<file path="src/hdl/cba_pkg.sv">
// Package for the contiguous block allocator.
// Holds field widths, status and mode codes, FSM state type and the cell command struct.
// No dependencies.
package cba_pkg;

	localparam int DEF_NUM_BLOCKS = 32;

	localparam int MODE_W   = 1;
	localparam int COUNT_W  = 6;
	localparam int BLOCK_W  = 9;
	localparam int STATUS_W = 2;
	localparam int OFFS_W   = 8;

	// Range compare width inside the cells; covers up to 1024 blocks plus one.
	localparam int RANGE_W = 11;

	localparam logic [OFFS_W-1:0] RESET_OFFSET = 8'd4;

	localparam logic [MODE_W-1:0] MODE_ALLOC = 1'b0;
	localparam logic [MODE_W-1:0] MODE_FREE  = 1'b1;

	localparam logic [STATUS_W-1:0] ST_OK      = 2'd0;
	localparam logic [STATUS_W-1:0] ST_NOSPACE = 2'd1;
	localparam logic [STATUS_W-1:0] ST_BAD     = 2'd2;

	typedef enum logic [2:0] {
		S_IDLE,
		S_SCAN,
		S_CHECK,
		S_APPLY,
		S_RESP
	} state_t;

	// Broadcast from the controller to every cell.
	typedef struct packed {
		logic [COUNT_W-1:0] count;
		logic               apply;
		logic               set;
		logic [RANGE_W-1:0] lo;
		logic [RANGE_W-1:0] hi;
	} cmd_t;

endpackage

</file>
<file path="src/hdl/cba_if.sv">
// Handshake interfaces for the allocator: request, response and configuration write.
// Depends on cba_pkg.
interface cba_req_if;
	import cba_pkg::*;
	logic               valid;
	logic               ready;
	logic [MODE_W-1:0]  mode;
	logic [COUNT_W-1:0] block_count;
	logic [BLOCK_W-1:0] first_block;
	modport source (output valid, mode, block_count, first_block, input ready);
	modport sink (input valid, mode, block_count, first_block, output ready);
endinterface

interface cba_resp_if;
	import cba_pkg::*;
	logic                valid;
	logic                ready;
	logic [STATUS_W-1:0] status;
	logic [BLOCK_W-1:0]  run_start;
	modport source (output valid, status, run_start, input ready);
	modport sink (input valid, status, run_start, output ready);
endinterface

interface cba_cfg_if;
	import cba_pkg::*;
	logic              valid;
	logic              ready;
	logic [OFFS_W-1:0] reserved_offset;
	modport source (output valid, reserved_offset, input ready);
	modport sink (input valid, reserved_offset, output ready);
endinterface

</file>
<file path="src/hdl/cba_cell.sv">
// One bitmap cell: holds the used bit of one block and passes the scan wave on.
// Depends on cba_pkg.
module cba_cell #(
	parameter int IDX = 0
) (
	input  logic                        clk,
	input  logic                        arst_n,
	input  cba_pkg::cmd_t               cmd,
	input  logic                        act_in,
	input  logic [cba_pkg::COUNT_W-1:0] run_in,
	output logic                        act_out,
	output logic [cba_pkg::COUNT_W-1:0] run_out,
	output logic                        hit
);
	import cba_pkg::*;

	logic               used_q;
	logic               act_q;
	logic [COUNT_W-1:0] run_q;
	logic               in_range;

	// run_out is the length of the free run ending at this block
	assign run_out  = used_q ? '0 : run_q + COUNT_W'(1);
	assign hit      = act_q && !used_q && (run_out == cmd.count);
	assign act_out  = act_q && !hit;
	assign in_range = (RANGE_W'(IDX) >= cmd.lo) && (RANGE_W'(IDX) <= cmd.hi);

	always_ff @(posedge clk or negedge arst_n) begin
		if (!arst_n) begin
			used_q <= 1'b0;
			act_q  <= 1'b0;
		end else begin
			act_q <= act_in;
			if (cmd.apply && in_range) begin
				used_q <= cmd.set;
			end
		end
	end

	always_ff @(posedge clk) begin
		run_q <= run_in;
	end

endmodule

</file>
<file path="src/hdl/cba_chain.sv">
// Row of bitmap cells linked for the first-fit scan wave.
// Depends on cba_pkg and cba_cell.
module cba_chain #(
	parameter int NUM_BLOCKS = cba_pkg::DEF_NUM_BLOCKS
) (
	input  logic          clk,
	input  logic          arst_n,
	input  cba_pkg::cmd_t cmd,
	input  logic          start,
	output logic          hit_any
);
	import cba_pkg::*;

	logic               act_link [NUM_BLOCKS+1];
	logic [COUNT_W-1:0] run_link [NUM_BLOCKS+1];
	logic [NUM_BLOCKS-1:0] hits;

	assign act_link[0] = start;
	assign run_link[0] = '0;

	for (genvar k = 0; k < NUM_BLOCKS; k++) begin : g_cell
		cba_cell #(.IDX(k)) u_cell (
			.clk     (clk),
			.arst_n  (arst_n),
			.cmd     (cmd),
			.act_in  (act_link[k]),
			.run_in  (run_link[k]),
			.act_out (act_link[k+1]),
			.run_out (run_link[k+1]),
			.hit     (hits[k])
		);
	end

	// only one cell carries the wave, so at most one hit bit is set
	assign hit_any = |hits;

endmodule

</file>
<file path="src/hdl/contiguous_block_allocator.sv">
// Contiguous block allocator: first-fit bitmap over a row of cells.
// Allocate: a scan wave moves one cell per cycle; on a hit S_APPLY marks the run used, and
// S_RESP loads the result into the response register once it is free or being read.
// Free: S_CHECK, then S_APPLY unless the range is bad, then S_RESP; zero count goes to S_RESP.
// One request at a time; the next beat is taken the cycle after the result is loaded, even while
// that result waits. Reset (arst_n low) frees every block and sets reserved_offset to 4.
module contiguous_block_allocator #(
	parameter int NUM_BLOCKS = cba_pkg::DEF_NUM_BLOCKS
) (
	input logic        clk,
	input logic        arst_n,
	cba_req_if.sink    req,
	cba_resp_if.source resp,
	cba_cfg_if.sink    cfg
);
	import cba_pkg::*;

	localparam int IW = (NUM_BLOCKS > 1) ? $clog2(NUM_BLOCKS) : 1;
	localparam int RW = RANGE_W;

	state_t state_q, state_d;

	logic [COUNT_W-1:0]  n_q;
	logic [BLOCK_W-1:0]  first_q;
	logic [IW-1:0]       idx_q;
	logic [RW-1:0]       lo_q, hi_q;
	logic                set_q;
	logic [STATUS_W-1:0] status_q;
	logic [BLOCK_W-1:0]  start_q;
	logic [OFFS_W-1:0]   offset_q;

	logic                out_valid_q;
	logic [STATUS_W-1:0] out_status_q;
	logic [BLOCK_W-1:0]  out_start_q;

	logic   accept, start_scan, load_out, hit_any, scan_last, free_bad;
	logic [RW-1:0] scan_lo, alloc_start, free_base, free_end;
	cmd_t   cmd;

	assign accept    = req.valid && req.ready;
	assign scan_last = (idx_q == IW'(NUM_BLOCKS - 1));
	assign scan_lo   = RW'(idx_q) + RW'(1) - RW'(n_q);
	assign alloc_start = scan_lo + RW'(offset_q);
	assign free_base = RW'(first_q) - RW'(offset_q);
	assign free_end  = free_base + RW'(n_q);
	assign free_bad  = (RW'(first_q) < RW'(offset_q)) || (free_end > RW'(NUM_BLOCKS));

	assign cmd.count = n_q;
	assign cmd.apply = (state_q == S_APPLY);
	assign cmd.set   = set_q;
	assign cmd.lo    = lo_q;
	assign cmd.hi    = hi_q;

	cba_chain #(.NUM_BLOCKS(NUM_BLOCKS)) u_chain (
		.clk     (clk),
		.arst_n  (arst_n),
		.cmd     (cmd),
		.start   (start_scan),
		.hit_any (hit_any)
	);

	always_comb begin
		state_d    = state_q;
		req.ready  = 1'b0;
		start_scan = 1'b0;
		load_out   = 1'b0;
		case (state_q)
			S_IDLE: begin
				req.ready = 1'b1;
				if (req.valid) begin
					if (req.block_count == '0) begin
						state_d = S_RESP;
					end else if (req.mode == MODE_ALLOC) begin
						state_d    = S_SCAN;
						start_scan = 1'b1;
					end else begin
						state_d = S_CHECK;
					end
				end
			end
			S_SCAN: begin
				if (hit_any) begin
					state_d = S_APPLY;
				end else if (scan_last) begin
					state_d = S_RESP;
				end
			end
			S_CHECK: begin
				state_d = free_bad ? S_RESP : S_APPLY;
			end
			S_APPLY: begin
				state_d = S_RESP;
			end
			S_RESP: begin
				if (!out_valid_q || resp.ready) begin
					load_out = 1'b1;
					state_d  = S_IDLE;
				end
			end
			default: begin
				state_d = S_IDLE;
			end
		endcase
	end

	always_ff @(posedge clk or negedge arst_n) begin
		if (!arst_n) begin
			state_q <= S_IDLE;
		end else begin
			state_q <= state_d;
		end
	end

	always_ff @(posedge clk) begin
		if (accept) begin
			n_q      <= req.block_count;
			first_q  <= req.first_block;
			idx_q    <= '0;
			start_q  <= '0;
			status_q <= ST_BAD;
		end
		if (state_q == S_SCAN) begin
			idx_q <= idx_q + IW'(1);
			if (hit_any) begin
				lo_q     <= scan_lo;
				hi_q     <= RW'(idx_q);
				set_q    <= 1'b1;
				status_q <= ST_OK;
				start_q  <= alloc_start[BLOCK_W-1:0];
			end else if (scan_last) begin
				status_q <= ST_NOSPACE;
			end
		end
		if (state_q == S_CHECK && !free_bad) begin
			lo_q     <= free_base;
			hi_q     <= free_end - RW'(1);
			set_q    <= 1'b0;
			status_q <= ST_OK;
		end
		if (load_out) begin
			out_status_q <= status_q;
			out_start_q  <= start_q;
		end
	end

	always_ff @(posedge clk or negedge arst_n) begin
		if (!arst_n) begin
			out_valid_q <= 1'b0;
		end else if (load_out) begin
			out_valid_q <= 1'b1;
		end else if (resp.ready) begin
			out_valid_q <= 1'b0;
		end
	end

	always_ff @(posedge clk or negedge arst_n) begin
		if (!arst_n) begin
			offset_q <= RESET_OFFSET;
		end else if (cfg.valid) begin
			offset_q <= cfg.reserved_offset;
		end
	end

	assign cfg.ready      = 1'b1;
	assign resp.valid     = out_valid_q;
	assign resp.status    = out_status_q;
	assign resp.run_start = out_start_q;

	// the scan wave exists only while the controller is scanning
	a_hit_in_scan: assert property (@(posedge clk) disable iff (!arst_n)
		hit_any |-> state_q == S_SCAN)
		else $error("cell hit outside scan");

	// the range written to the cells always spans exactly the requested count
	a_apply_span: assert property (@(posedge clk) disable iff (!arst_n)
		state_q == S_APPLY |-> (hi_q - lo_q + RW'(1)) == RW'(n_q))
		else $error("apply range does not match block count");

	// a failed request never reports a start block
	a_fail_zero: assert property (@(posedge clk) disable iff (!arst_n)
		out_valid_q && out_status_q != ST_OK |-> out_start_q == '0)
		else $error("nonzero start block on failed request");

	// one request at a time
	a_one_item: assert property (@(posedge clk) disable iff (!arst_n)
		accept |=> !req.ready)
		else $error("request taken while busy");

endmodule
</file>
<file path="src/flat_wrapper.sv">
// flat-port wrapper written by rule: the top's interface ports become plain ports
module contiguous_block_allocator_flat import cba_pkg::*;
#(
	parameter int NUM_BLOCKS = cba_pkg::DEF_NUM_BLOCKS
)
  (clk, arst_n, req_valid, req_mode, req_block_count, req_first_block, req_ready, resp_valid, resp_status, resp_run_start, resp_ready, cfg_valid, cfg_reserved_offset, cfg_ready);
  cba_req_if req_i ();
  cba_resp_if resp_i ();
  cba_cfg_if cfg_i ();
  input logic clk;
  input logic arst_n;
  input wire logic [$bits(req_i.valid)-1:0] req_valid;
  input wire logic [$bits(req_i.mode)-1:0] req_mode;
  input wire logic [$bits(req_i.block_count)-1:0] req_block_count;
  input wire logic [$bits(req_i.first_block)-1:0] req_first_block;
  output wire logic [$bits(req_i.ready)-1:0] req_ready;
  output wire logic [$bits(resp_i.valid)-1:0] resp_valid;
  output wire logic [$bits(resp_i.status)-1:0] resp_status;
  output wire logic [$bits(resp_i.run_start)-1:0] resp_run_start;
  input wire logic [$bits(resp_i.ready)-1:0] resp_ready;
  input wire logic [$bits(cfg_i.valid)-1:0] cfg_valid;
  input wire logic [$bits(cfg_i.reserved_offset)-1:0] cfg_reserved_offset;
  output wire logic [$bits(cfg_i.ready)-1:0] cfg_ready;
  assign req_i.valid = req_valid;
  assign req_i.mode = req_mode;
  assign req_i.block_count = req_block_count;
  assign req_i.first_block = req_first_block;
  assign req_ready = req_i.ready;
  assign resp_valid = resp_i.valid;
  assign resp_status = resp_i.status;
  assign resp_run_start = resp_i.run_start;
  assign resp_i.ready = resp_ready;
  assign cfg_i.valid = cfg_valid;
  assign cfg_i.reserved_offset = cfg_reserved_offset;
  assign cfg_ready = cfg_i.ready;
  contiguous_block_allocator #(.NUM_BLOCKS(NUM_BLOCKS)) u_core (.clk(clk), .arst_n(arst_n), .req(req_i), .resp(resp_i), .cfg(cfg_i));
endmodule
</file>
<file path="config.mk">
export PLATFORM = sky130hd
export DESIGN_NAME = contiguous_block_allocator_flat
export DESIGN_NICKNAME = d
export VERILOG_FILES = /design/src/hdl/cba_pkg.sv /design/src/hdl/cba_if.sv /design/src/hdl/cba_cell.sv /design/src/hdl/cba_chain.sv /design/src/hdl/contiguous_block_allocator.sv /design/src/flat_wrapper.sv
export SDC_FILE = /design/constraint.sdc
export NUM_CORES = 1
export LEC_CHECK = 0
export BUFFER_PORTS_ARGS = -buffer_cell sky130_fd_sc_hd__buf_2
export CAP_MARGIN = 20
export CORE_UTILIZATION = 45
export CTS_CLUSTER_DIAMETER = 120
export DETAILED_ROUTE_END_ITERATION = 12
export GPL_ROUTABILITY_DRIVEN = 0
export PLACE_DENSITY = 0.67
export SETUP_SLACK_MARGIN = 0.05
export SKIP_CTS_REPAIR_TIMING = 1
export SYNTH_ARGS = -nofsm -noshare
export SYNTH_HDL_FRONTEND = slang
export SYNTH_HIERARCHICAL = 1
export SYNTH_SLANG_ARGS = --single-unit
</file>
<file path="constraint.sdc">
create_clock -name clk -period 13.7 [get_ports clk]
set_input_delay 1.37 -clock clk [delete_from_list [all_inputs] [get_ports clk]]
set_output_delay 1.37 -clock clk [all_outputs]
set_load 0.005 [all_outputs]
</file>
Word level (Yosys, flattened, before mapping)
Index checks and enable logic that the tools add are counted.
{"block": "totals", "regBits": 322, "memories": 0, "mem_bits_rw": 0, "latchBits": 0, "romBits": 0, "word_cells": 554}
{"block": "classes", "add_sub_neg": 38, "muxes": 64, "n_shift": 0, "n_reduce_logical": 238, "div": 0, "bitwise": 0, "multipliers": 0, "n_eq_ne": 40, "n_lt_le_gt_ge": 66}
{"op": "== test 6 bit", "count": 31}
{"op": "2-to-1 mux 6 bit", "count": 31}
{"op": "adder 6 x 1 -> 6 bit, second input constant", "count": 30}
{"op": "greater-or-equal comparator 5 x 11 -> 1 bit, first input constant", "count": 16}
{"op": "<= comparator 5 x 11 -> 1 bit, first input constant", "count": 16}
{"op": "logical AND 1 bit", "count": 161}
{"op": "greater-or-equal comparator 4 x 11 -> 1 bit, first input constant", "count": 8}
{"op": "<= comparator 4 x 11 -> 1 bit, first input constant", "count": 8}
{"op": "2-to-1 mux 11 bit", "count": 6}
{"op": "zero test 1 bit", "count": 65}
{"op": "greater-or-equal comparator 3 x 11 -> 1 bit, first input constant", "count": 4}
{"op": "<= comparator 3 x 11 -> 1 bit, first input constant", "count": 4}
{"op": "OR reduction 32 bit", "count": 1}
{"op": "2-to-1 mux 9 bit", "count": 3}
{"op": "greater-or-equal comparator 1 x 11 -> 1 bit, first input constant", "count": 2}
{"op": "greater-or-equal comparator 2 x 11 -> 1 bit, first input constant", "count": 2}
{"op": "<= comparator 1 x 11 -> 1 bit, first input constant", "count": 2}
{"op": "<= comparator 2 x 11 -> 1 bit, first input constant", "count": 2}
{"op": "2-to-1 mux 3 bit", "count": 6}
{"op": "one-hot mux 3 bit (5 select lines)", "count": 1}
{"op": "adder 11 x 6 -> 11 bit", "count": 1}
{"op": "> comparator 11 x 6 -> 1 bit, second input constant", "count": 1}
{"op": "subtractor 11 x 1 -> 11 bit, second input constant", "count": 1}
{"op": "2-to-1 mux 1 bit", "count": 10}
{"op": "23 further kinds", "count": 34}

Logic depth before layout (Yosys ltp)
Gate-level depths: netlist of run 1.
{"block": "depth", "depth_word": 8, "mapped_depth": 16, "depth_no_buf": 15}

Hierarchy
The synthesis of run 1 kept the hierarchy.
{"mod": "contiguous_block_allocator", "cells_each": 398, "area_per_inst_um2": 4391.7, "n_inst": 1, "seq_area_each_um2": 2103.3}
{"mod": "cba_cell at u_core.u_chain.g_cell[13].u_cell ...", "cells_each": 55, "area_per_inst_um2": 516.7, "n_inst": 5, "seq_area_each_um2": 170.2}
{"mod": "cba_cell at u_core.u_chain.g_cell[11].u_cell ...", "cells_each": 56, "area_per_inst_um2": 519.2, "n_inst": 3, "seq_area_each_um2": 170.2}
{"mod": "cba_cell at u_core.u_chain.g_cell[12].u_cell ...", "cells_each": 55, "area_per_inst_um2": 515.5, "n_inst": 3, "seq_area_each_um2": 170.2}
{"mod": "cba_cell at u_core.u_chain.g_cell[10].u_cell ...", "cells_each": 56, "area_per_inst_um2": 520.5, "n_inst": 2, "seq_area_each_um2": 170.2}
{"mod": "cba_cell at u_core.u_chain.g_cell[17].u_cell ...", "cells_each": 55, "area_per_inst_um2": 518.0, "n_inst": 2, "seq_area_each_um2": 170.2}
{"mod": "cba_cell at u_core.u_chain.g_cell[27].u_cell ...", "cells_each": 56, "area_per_inst_um2": 518.0, "n_inst": 2, "seq_area_each_um2": 170.2}
{"mod": "cba_cell at u_core.u_chain.g_cell[23].u_cell ...", "cells_each": 56, "area_per_inst_um2": 516.7, "n_inst": 2, "seq_area_each_um2": 170.2}
{"mod": "cba_cell at u_core.u_chain.g_cell[24].u_cell ...", "cells_each": 54, "area_per_inst_um2": 513.0, "n_inst": 2, "seq_area_each_um2": 170.2}
{"mod": "cba_cell at u_core.u_chain.g_cell[16].u_cell ...", "cells_each": 54, "area_per_inst_um2": 510.5, "n_inst": 2, "seq_area_each_um2": 170.2}
{"mod": "cba_cell at u_core.u_chain.g_cell[19].u_cell", "cells_each": 55, "area_per_inst_um2": 529.3, "n_inst": 1, "seq_area_each_um2": 170.2}
{"mod": "cba_cell at u_core.u_chain.g_cell[21].u_cell", "cells_each": 57, "area_per_inst_um2": 525.5, "n_inst": 1, "seq_area_each_um2": 170.2}
{"mod": "cba_cell at u_core.u_chain.g_cell[22].u_cell", "cells_each": 57, "area_per_inst_um2": 524.3, "n_inst": 1, "seq_area_each_um2": 170.2}
{"mod": "cba_cell at u_core.u_chain.g_cell[18].u_cell", "cells_each": 56, "area_per_inst_um2": 521.8, "n_inst": 1, "seq_area_each_um2": 170.2}
{"mod": "+6 rows"}

Worst setup path before layout of run 1
OpenSTA, ideal clock, no wires.
{"block": "synth_path", "path_type": "flip-flop to flip-flop", "startpoint": "reg u_core.n_q[0]", "endpoint": "reg u_core.hi_q[0], enable pin", "path_stages_with_launch": 11, "path_slack_ns": 9.351, "setup_ns": 0.378, "n_path_buf": 0, "synth_period_minus_slack_ns": 4.349, "arrival_time_ns": 3.971, "path_cell_list": "edfxtp_1 -> ha_1 -> inv_1 -> fa_1 -> nand3b_1 -> a21boi_0 -> o221a_2 -> nand2_1 -> a221o_1 -> a211o_2 -> nand2_1"}
{"block": "synth_via", "elab_chain_len": 7, "elab_cells_between_ends": 73, "classes_between": "add/sub: 1; order compare: 1; eq/ne: 32; reduce/logical: 39"}
{"element": "from (decl)", "line_no": "contiguous_block_allocator.sv:23", "rtl": "logic [COUNT_W-1:0] n_q;"}
{"element": "from (signal assigned)", "line_no": "contiguous_block_allocator.sv:116", "rtl": "n_q <= req.block_count;"}
{"element": "adder 11 x 6 -> 11 bit", "line_no": "contiguous_block_allocator.sv:45", "rtl": "assign free_end = free_base + RW'(n_q);"}
{"element": "> comparator 11 x 6 -> 1 bit", "line_no": "contiguous_block_allocator.sv:46", "rtl": "assign free_bad = (RW'(first_q) < RW'(offset_q)) || (free_end > RW'(NUM_BLOCKS));"}
{"element": "logical OR 1 bit", "line_no": "contiguous_block_allocator.sv:46"}
{"element": "zero test 1 bit", "line_no": "contiguous_block_allocator.sv:134", "rtl": "if (state_q == S_CHECK && !free_bad) begin"}
{"element": "logical AND 1 bit", "line_no": "contiguous_block_allocator.sv:134"}
{"element": "nonzero test 2 bit (no line)"}
{"element": "AND reduction 2 bit (no line) *"}
{"element": "to (signal assigned)", "line_no": "contiguous_block_allocator.sv:126", "rtl": "hi_q <= RW'(idx_q);"}
{"element": "to (signal assigned)", "line_no": "contiguous_block_allocator.sv:136", "rtl": "hi_q <= free_end - RW'(1);"}
{"element": "to (decl)", "line_no": "contiguous_block_allocator.sv:26", "rtl": "logic [RW-1:0] lo_q, hi_q;"}
Mark *: on every way between the ends. The rest lies on a longest branch, timed or not.
A chain may end at the register's enable or synchronous reset.

Worst setup path in the final report of run 1
{"block": "layout_path", "startpoint": "reg u_core.offset_q[2]", "endpoint": "reg u_core.lo_q[0] (data pin)"}
{"block": "layout_via", "elab_chain_len": 7, "elab_cells_between_ends": 8, "classes_between": "add/sub: 2; order compare: 2; mux: 1; reduce/logical: 3"}
{"element": "from (decl)", "line_no": "contiguous_block_allocator.sv:30", "rtl": "logic [OFFS_W-1:0] offset_q;"}
{"element": "from (signal assigned)", "line_no": "contiguous_block_allocator.sv:160", "rtl": "offset_q <= cfg.reserved_offset;"}
{"element": "subtractor 9 x 8 -> 10 bit", "line_no": "contiguous_block_allocator.sv:44", "rtl": "assign free_base = RW'(first_q) - RW'(offset_q);"}
{"element": "adder 11 x 6 -> 11 bit", "line_no": "contiguous_block_allocator.sv:45"}
{"element": "> comparator 11 x 6 -> 1 bit", "line_no": "contiguous_block_allocator.sv:46"}
{"element": "logical OR 1 bit *", "line_no": "contiguous_block_allocator.sv:46"}
{"element": "zero test 1 bit *", "line_no": "contiguous_block_allocator.sv:134"}
{"element": "logical AND 1 bit *", "line_no": "contiguous_block_allocator.sv:134"}
{"element": "2-to-1 mux 11 bit *", "line_no": "contiguous_block_allocator.sv:134"}
{"element": "to (signal assigned)", "line_no": "contiguous_block_allocator.sv:125", "rtl": "lo_q <= scan_lo;"}
{"element": "to (signal assigned)", "line_no": "contiguous_block_allocator.sv:135", "rtl": "lo_q <= free_base;"}
{"element": "to (decl)", "line_no": "contiguous_block_allocator.sv:26"}
Marked as above.

==> flow_summary.yaml, run 1 <==
layout:
  area_growth_pct: 8.94
  drive_gt1_frac: 0.112
  diodes: 0
  final_cell_mix: "nor2_1, dfxtp_1, nand3_1"
  utilization: 0.500
  nets: 2306
worst_setup_path:
  startpoint_type: "flop"
  path_max_fanout: 19
  slowest_stage: "a211oi_4"
  path_cells: "inv_1 -> ha_1 -> o211ai_1 -> a21oi_2 -> nor2_1 -> xnor2_1 -> ha_1 -> nand2_1 -> a21oi_1 -> a211oi_1 -> and2_1 -> o221ai_2 -> a211oi_4 -> mux2_2"
  cp_top_family: "compound AO/OA/AOI/OAI gates"
  crit_buf_inv: 1
  critical_path_class: "flop to flop"
  cp-end-kind: "flop"
  required_ns: 14.01
  max_stage_delay_ns: 0.89
  timing.critical_path.arrival_ns: 5.08
  crit_top_cell: "ha_1"
detailed_routing:
  vias: 16600
  drc: 0
  drtPass1Iterations: 6
  drt_iter0_drc: 1381
  wl_per_cell_um: 17.3
  ant_nets: 0
  finalWirelength_um: 49000
  vias_per_cell: 5.87
grt:
  met1_usage: 0.268
  top_usage_layer: "met2"
  antenna_found_initial: 0
  grtUsageTotal: 0.206
  grtUsageMet3: 0.0238
  grt_pass1_wl_um: 80100
  grt_pass1_vias: 15900
  grt_max_degree: 67
  globalRouteMet2Util: 0.352
  grt.overflow.total: 0
clock_network:
  cts_sinks: 332
  cts_buffers: 38
  cts_tree: "yes"
  clock-root-buffer: "clkbuf_16"
  clk_pin_slew_ns: 0.06
  worstSkewPairLatency_ns: 0.55
  cts.htree.levels: 2
  clockBufferDepth: 3
timing:
  report.final.setup_viol: 0
  tns_ns: 0
  timing_max_transition_violations_final: 0
  hold_violations: 0
  finalCritPeriodShare: 0.348
  max-slew-margin-rel: 0.185
  fin_crit_ns: 4.77
  worstMarginPinSlew_ns: 1.22
  fmax_mhz: 210
  fin_skew_ns: 0.0248
  rsz0062_at_grt: "no"
placement:
  dp_hpwl_um: 31800
  io_buffers: 41
die:
  die_h_um: 218
  die-area_um2: 47400
  die-width_um: 218
  initial_core_util: 0.459
  core_um2: 45700
  top_level_ports: 43
  rows: 78
power_and_ir_drop:
  p_leak_nw: 8.62
  power.density_nw_per_um2: 216
  ir_drop_mv: 0.137
synthesis:
  syn_inst: 2166
  syn-cell-area_um2: 20900
  ys_warn_count: 6
  synth.avg_cell_area_um2: 9.67
flow_run:
  maxCapViolCount: 0
run_status:
  status: "finished clean"
hold_path:
  hold_class: "flop to flop"
## report_power, final
group	leakage (nW)	internal (mW)	total [mW]	switching [mW]
sequential	3.24	1.33	1.62	0.291
combinational	4.72	0.992	2.21	1.22
clock	0.663	0.682	1.09	0.408
## stage by stage
| step | power [mW] | cell area, um2 | instances | setup WS [ns] | hold WS (ns) |
|---|---|---|---|---|---|
| floorplan | 3.35 | 21000 | 2171 | 9.35 | 0.408 |
| global placement | 3.72 | 21300 | 2757 | 9.14 | 0.432 |
| detailed placement | 3.80 | 21300 | 2757 | 8.96 | 0.420 |
| CTS | 4.92 | 22700 | 2827 | 8.93 | 0.440 |
| global route | 5.26 | 22800 | 2833 | 8.61 | 0.456 |
| finish | 4.92 | 22800 | 2833 | 8.93 | 0.439 |
## worst paths after layout
check	end	slack (ns)	depth (start not counted)	start
setup / recovery	u_core/lo_q[0]$_DFFE_PP_	8.93	14	u_core/offset_q[2]$_DFFE_PN1P_
hold / removal	u_core/resp.run_start[6]$_DFFE_PP_	0.44	0	u_core/start_q[6]$_DFF_P_
setup reg to reg	u_core/lo_q[0]$_DFFE_PP_	8.93	14	u_core/offset_q[2]$_DFFE_PN1P_
hold reg to reg	u_core/resp.run_start[6]$_DFFE_PP_	0.44	0	u_core/start_q[6]$_DFF_P_
max in group asynchronous	u_core/u_chain/g_cell[22].u_cell/act_q$_DFF_PN0_	11.84	2	arst_n
min in group asynchronous	u_core/u_chain/g_cell[3].u_cell/used_q$_DFFE_PN0P_	0.84	1	arst_n
## cell type report
type	count	area (um2)
Timing Repair Buffer	61	478
Tap cell	600	751
Multi-Input combinational cell	1706	12400
Inverter	64	240
Clock inverter	14	200
Sequential cell	332	7550
Fill cell	4147	22900
Clock buffer	56	1160
## routing by layer
layer / part of all wire / wire, um
met1: 0.45 / 21900
met2: 0.48 / 23600
met3: 0.047 / 2290
met4: 0.023 / 1150
met5: 0 / 0
## worst register-to-register path: cells and delay by family, from the launching register on
family                     cells  cell delay (ns)
adders and majority gates      2             0.73
muxes                          1             0.43
AOI/OAI and AO/OA              6             2.05
and+or+nand+nor                3             0.45
buffers and inverters          1             0.05
DFF                            1             0.53
xor gates and xnor gates       1             0.31
## flip-flops by register name, summed over array words and instances, names as in the netlist, 6 cells and up
| name | flops |
|---|---|
| u_core/hi_q | 11 |
| u_core/n_q | 6 |
| u_core/u_chain/g_cell.u_cell/run_q | 192 |
| u_core/lo_q | 10 |
| u_core/u_chain/g_cell.u_cell/used_q | 32 |
| u_core/resp.run_start | 9 |
| u_core/offset_q | 8 |
| u_core/start_q | 9 |
| u_core/first_q | 9 |
| u_core/u_chain/g_cell.u_cell/act_q | 32 |
(Power assumes the default switching activity.)
==> inputs of run 2 (changes only) <==
--- a/config.mk
+++ b/config.mk
@@ -5,6 +5,7 @@
 export SDC_FILE = /design/constraint.sdc
 export NUM_CORES = 1
 export LEC_CHECK = 0
+export ABC_AREA = 1
 export BUFFER_PORTS_ARGS = -buffer_cell sky130_fd_sc_hd__buf_2
 export CAP_MARGIN = 20
 export CORE_UTILIZATION = 45
==> constraint.sdc (replaced) <==
create_clock -name clk -period 4.5 [get_ports clk]
set_input_delay 0.45 -clock clk [delete_from_list [all_inputs] [get_ports clk]]
set_output_delay 0.45 -clock clk [all_outputs]
set_load 0.005 [all_outputs]
==> run 2 against run 1 <==
Wire length rose by 4.3%. Largest power group unchanged. Fmax rose by 25%. Clock skew fell by 0.0039 ns. Hold slack got worse by 0.37 ns.
==> flow_summary.yaml, run 2 <==
worst_setup_path:
  worst_r2r_endpoint: "u_core/hi_q[3]$_DFFE_PP_"
  startpoint_type: "flop"
  path_max_fanout: 21
  cp-end-kind: "flop"
  required_ns: 4.73
  reg2regPathDepth: 21
  rr_startpoint: "u_core/offset_q[2]$_DFFE_PN1P_"
  critical_path_class: "flop to flop"
  timing.critical_path.arrival_ns: 4.04
  ff2ff_setup_slack_ns: 0.69
layout:
  layout_commonest_cell: "nand2_1"
  diodes: 0
  top_register: "u_core/u_chain/g_cell.u_cell/run_q"
  design_area_um2: 24100
  drive_gt1_frac: 0.0952
  largest_reg_flops: 192
  final_cell_mix: "nand2_1, inv_1, nor2_1"
  nets: 3478
  reg.largest.list: "u_core/u_chain/g_cell.u_cell/run_q (192), u_core/u_chain/g_cell.u_cell/act_q (32), u_core/u_chain/g_cell.u_cell/used_q (32)"
  utilization: 0.505
  area_growth_pct: 11.0
timing:
  fin_skew_ns: 0.0209
  tns_ns: 0
  report.final.setup_viol: 0
  max-slew-margin-rel: 0.248
  fmax_mhz: 262
  hold-worst-slack_ns: 0.0712
  worstMarginPinSlew_ns: 1.13
  fin_crit_ns: 3.81
  rsz0062_at_grt: "no"
  timing_max_transition_violations_final: 0
  finalCritPeriodShare: 0.847
  hold_violations: 0
power_and_ir_drop:
  p_leak_nw: 13.1
  p_total_mw: 14.4
  p_int_mw: 8.22
  switching_share: 0.427
  seq_power_share: 0.336
  power.density_nw_per_um2: 596
  p_switching_mw: 6.13
  comb_power_share: 0.447
  ir_drop_mv: 0.448
  pwr-share-clk: 0.217
die:
  top_level_ports: 43
  die-area_um2: 49100
  die-width_um: 222
  core_um2: 47600
  rows: 80
  initial_core_util: 0.456
  die_h_um: 222
hold_path:
  min_from: "req_first_block[2]"
  hold_class: "input port to flop"
  hold_end: "u_core/first_q[2]$_DFFE_PP_"
  hold_path_depth: 1
detailed_routing:
  vias: 19700
  vias_per_cell: 4.91
  drtPass1Iterations: 6
  drc: 0
  finalWirelength_um: 51100
  wl_per_cell_um: 12.7
  ant_nets: 0
  drt_iter0_drc: 1137
synthesis:
  synth.avg_cell_area_um2: 6.62
  syn-cell-area_um2: 21700
  ys_warn_count: 6
  syn_inst: 3279
clock_network:
  clock-root-buffer: "clkbuf_16"
  clockBufferDepth: 3
  clk_pin_slew_ns: 0.06
  cts.htree.levels: 2
  worstSkewPairLatency_ns: 0.56
  cts_tree: "yes"
  cts_buffers: 39
  cts_sinks: 332
grt:
  grt_pass1_vias: 18100
  grt.overflow.total: 0
  grtUsageTotal: 0.211
  antenna_found_initial: 1
  grt_pass1_wl_um: 86600
  grt_max_degree: 68
run_status:
  status: "finished clean"
placement:
  dp_hpwl_um: 34500
  io_buffers: 41
  dpl_cell_area_um2: 22800
flow_run:
  maxCapViolCount: 0
==> run 2: cell types whose count changed in the layout (fill, tap and decap cells not counted), sizes merged, moves of 40 or more <==
cell / previous run / this run
nand2: 78 / 819
inv: 64 / 727
nand3: 129 / 380
nor2: 207 / 458
nand4: 17 / 141
xnor2: 112 / 6
nor2b: 98 / 0
xor2: 102 / 10
mux2: 75 / 1
mux2i: 67 / 1
nor4b: 61 / 0
o211ai: 50 / 8
nand2b: 40 / 0
==> run 2: metal layers <==
metal / vias to the layer above / wire length (um) / GRT usage / part of all wire
met5: - / 18 / 0 / 0.00035
met4: 2 / 1820 / 0.0918 / 0.036
met3: 106 / 2260 / 0.0335 / 0.044
met2: 364 / 23400 / 0.354 / 0.46
met1: 8711 / 23600 / 0.267 / 0.46
li1: 10600 / - / - / -
==> run 2: worst max path at each step <==
stage | startpoint | end | slack, ns | cells past startpoint
floorplan | u_core/n_q[3]$_DFFE_PP_ | u_core/start_q[8]$_DFF_P_ | 0.73 | 17
global placement | u_core/offset_q[2]$_DFFE_PN1P_ | u_core/hi_q[6]$_SDFFCE_PN0P_ | 0.70 | 21
detailed placement | u_core/offset_q[2]$_DFFE_PN1P_ | u_core/hi_q[5]$_SDFFCE_PN0P_ | 0.68 | 21
CTS | u_core/offset_q[2]$_DFFE_PN1P_ | u_core/hi_q[8]$_SDFFCE_PN0P_ | 0.66 | 21
global route | u_core/offset_q[2]$_DFFE_PN1P_ | u_core/hi_q[8]$_SDFFCE_PN0P_ | 0.37 | 21
finish | u_core/offset_q[2]$_DFFE_PN1P_ | u_core/hi_q[3]$_DFFE_PP_ | 0.69 | 21
==> run 2: layout make-up <==
| class | instances | area (um2) |
|---|---|---|
| fillers | 4804 | 23600 |
| inverters | 728 | 2730 |
| clock inverters | 16 | 133 |
| repair buffers | 68 | 508 |
| clock buffers | 55 | 1130 |
| multi-input cells | 2206 | 11300 |
| well taps | 615 | 769 |
| flip-flops and latches | 332 | 7550 |
==> run 2: through the flow <==
step / instances / worst slack, ns
floorplan: 3284 / 0.733
CTS: 4018 / 0.663
finish: 4020 / 0.687
global placement: 3946 / 0.705
detailed placement: 3947 / 0.684
global route: 4020 / 0.368
==> run 2: power by group through the flow <==
stage	clock network, mW	registers, mW	logic [mW]
finish	3.11	4.83	6.42
detailed placement	0	4.87	6.38
floorplan	0	4.85	4.87
global route	3.32	4.95	7.42
CTS	3.20	4.83	6.43
global placement	0	4.88	6.31
==> run 2: critical path, stage by stage, from the launching register on <==
cell,delay [ns]
dfstp_2,0.53
inv_1,0.05
ha_1,0.32
a21oi_1,0.14
nand2_1,0.11
a31o_2,0.22
xor2_1,0.19
inv_1,0.09
ha_1,0.34
nand2_1,0.08
nor2_1,0.09
nand2_1,0.06
nand3_2,0.07
nand3_2,0.10
nor2_2,0.10
nand2_2,0.07
nand2_1,0.09
nand2_1,0.09
nor2_4,0.12
nand3_4,0.18
nand2_1,0.16
buf_4,0.29
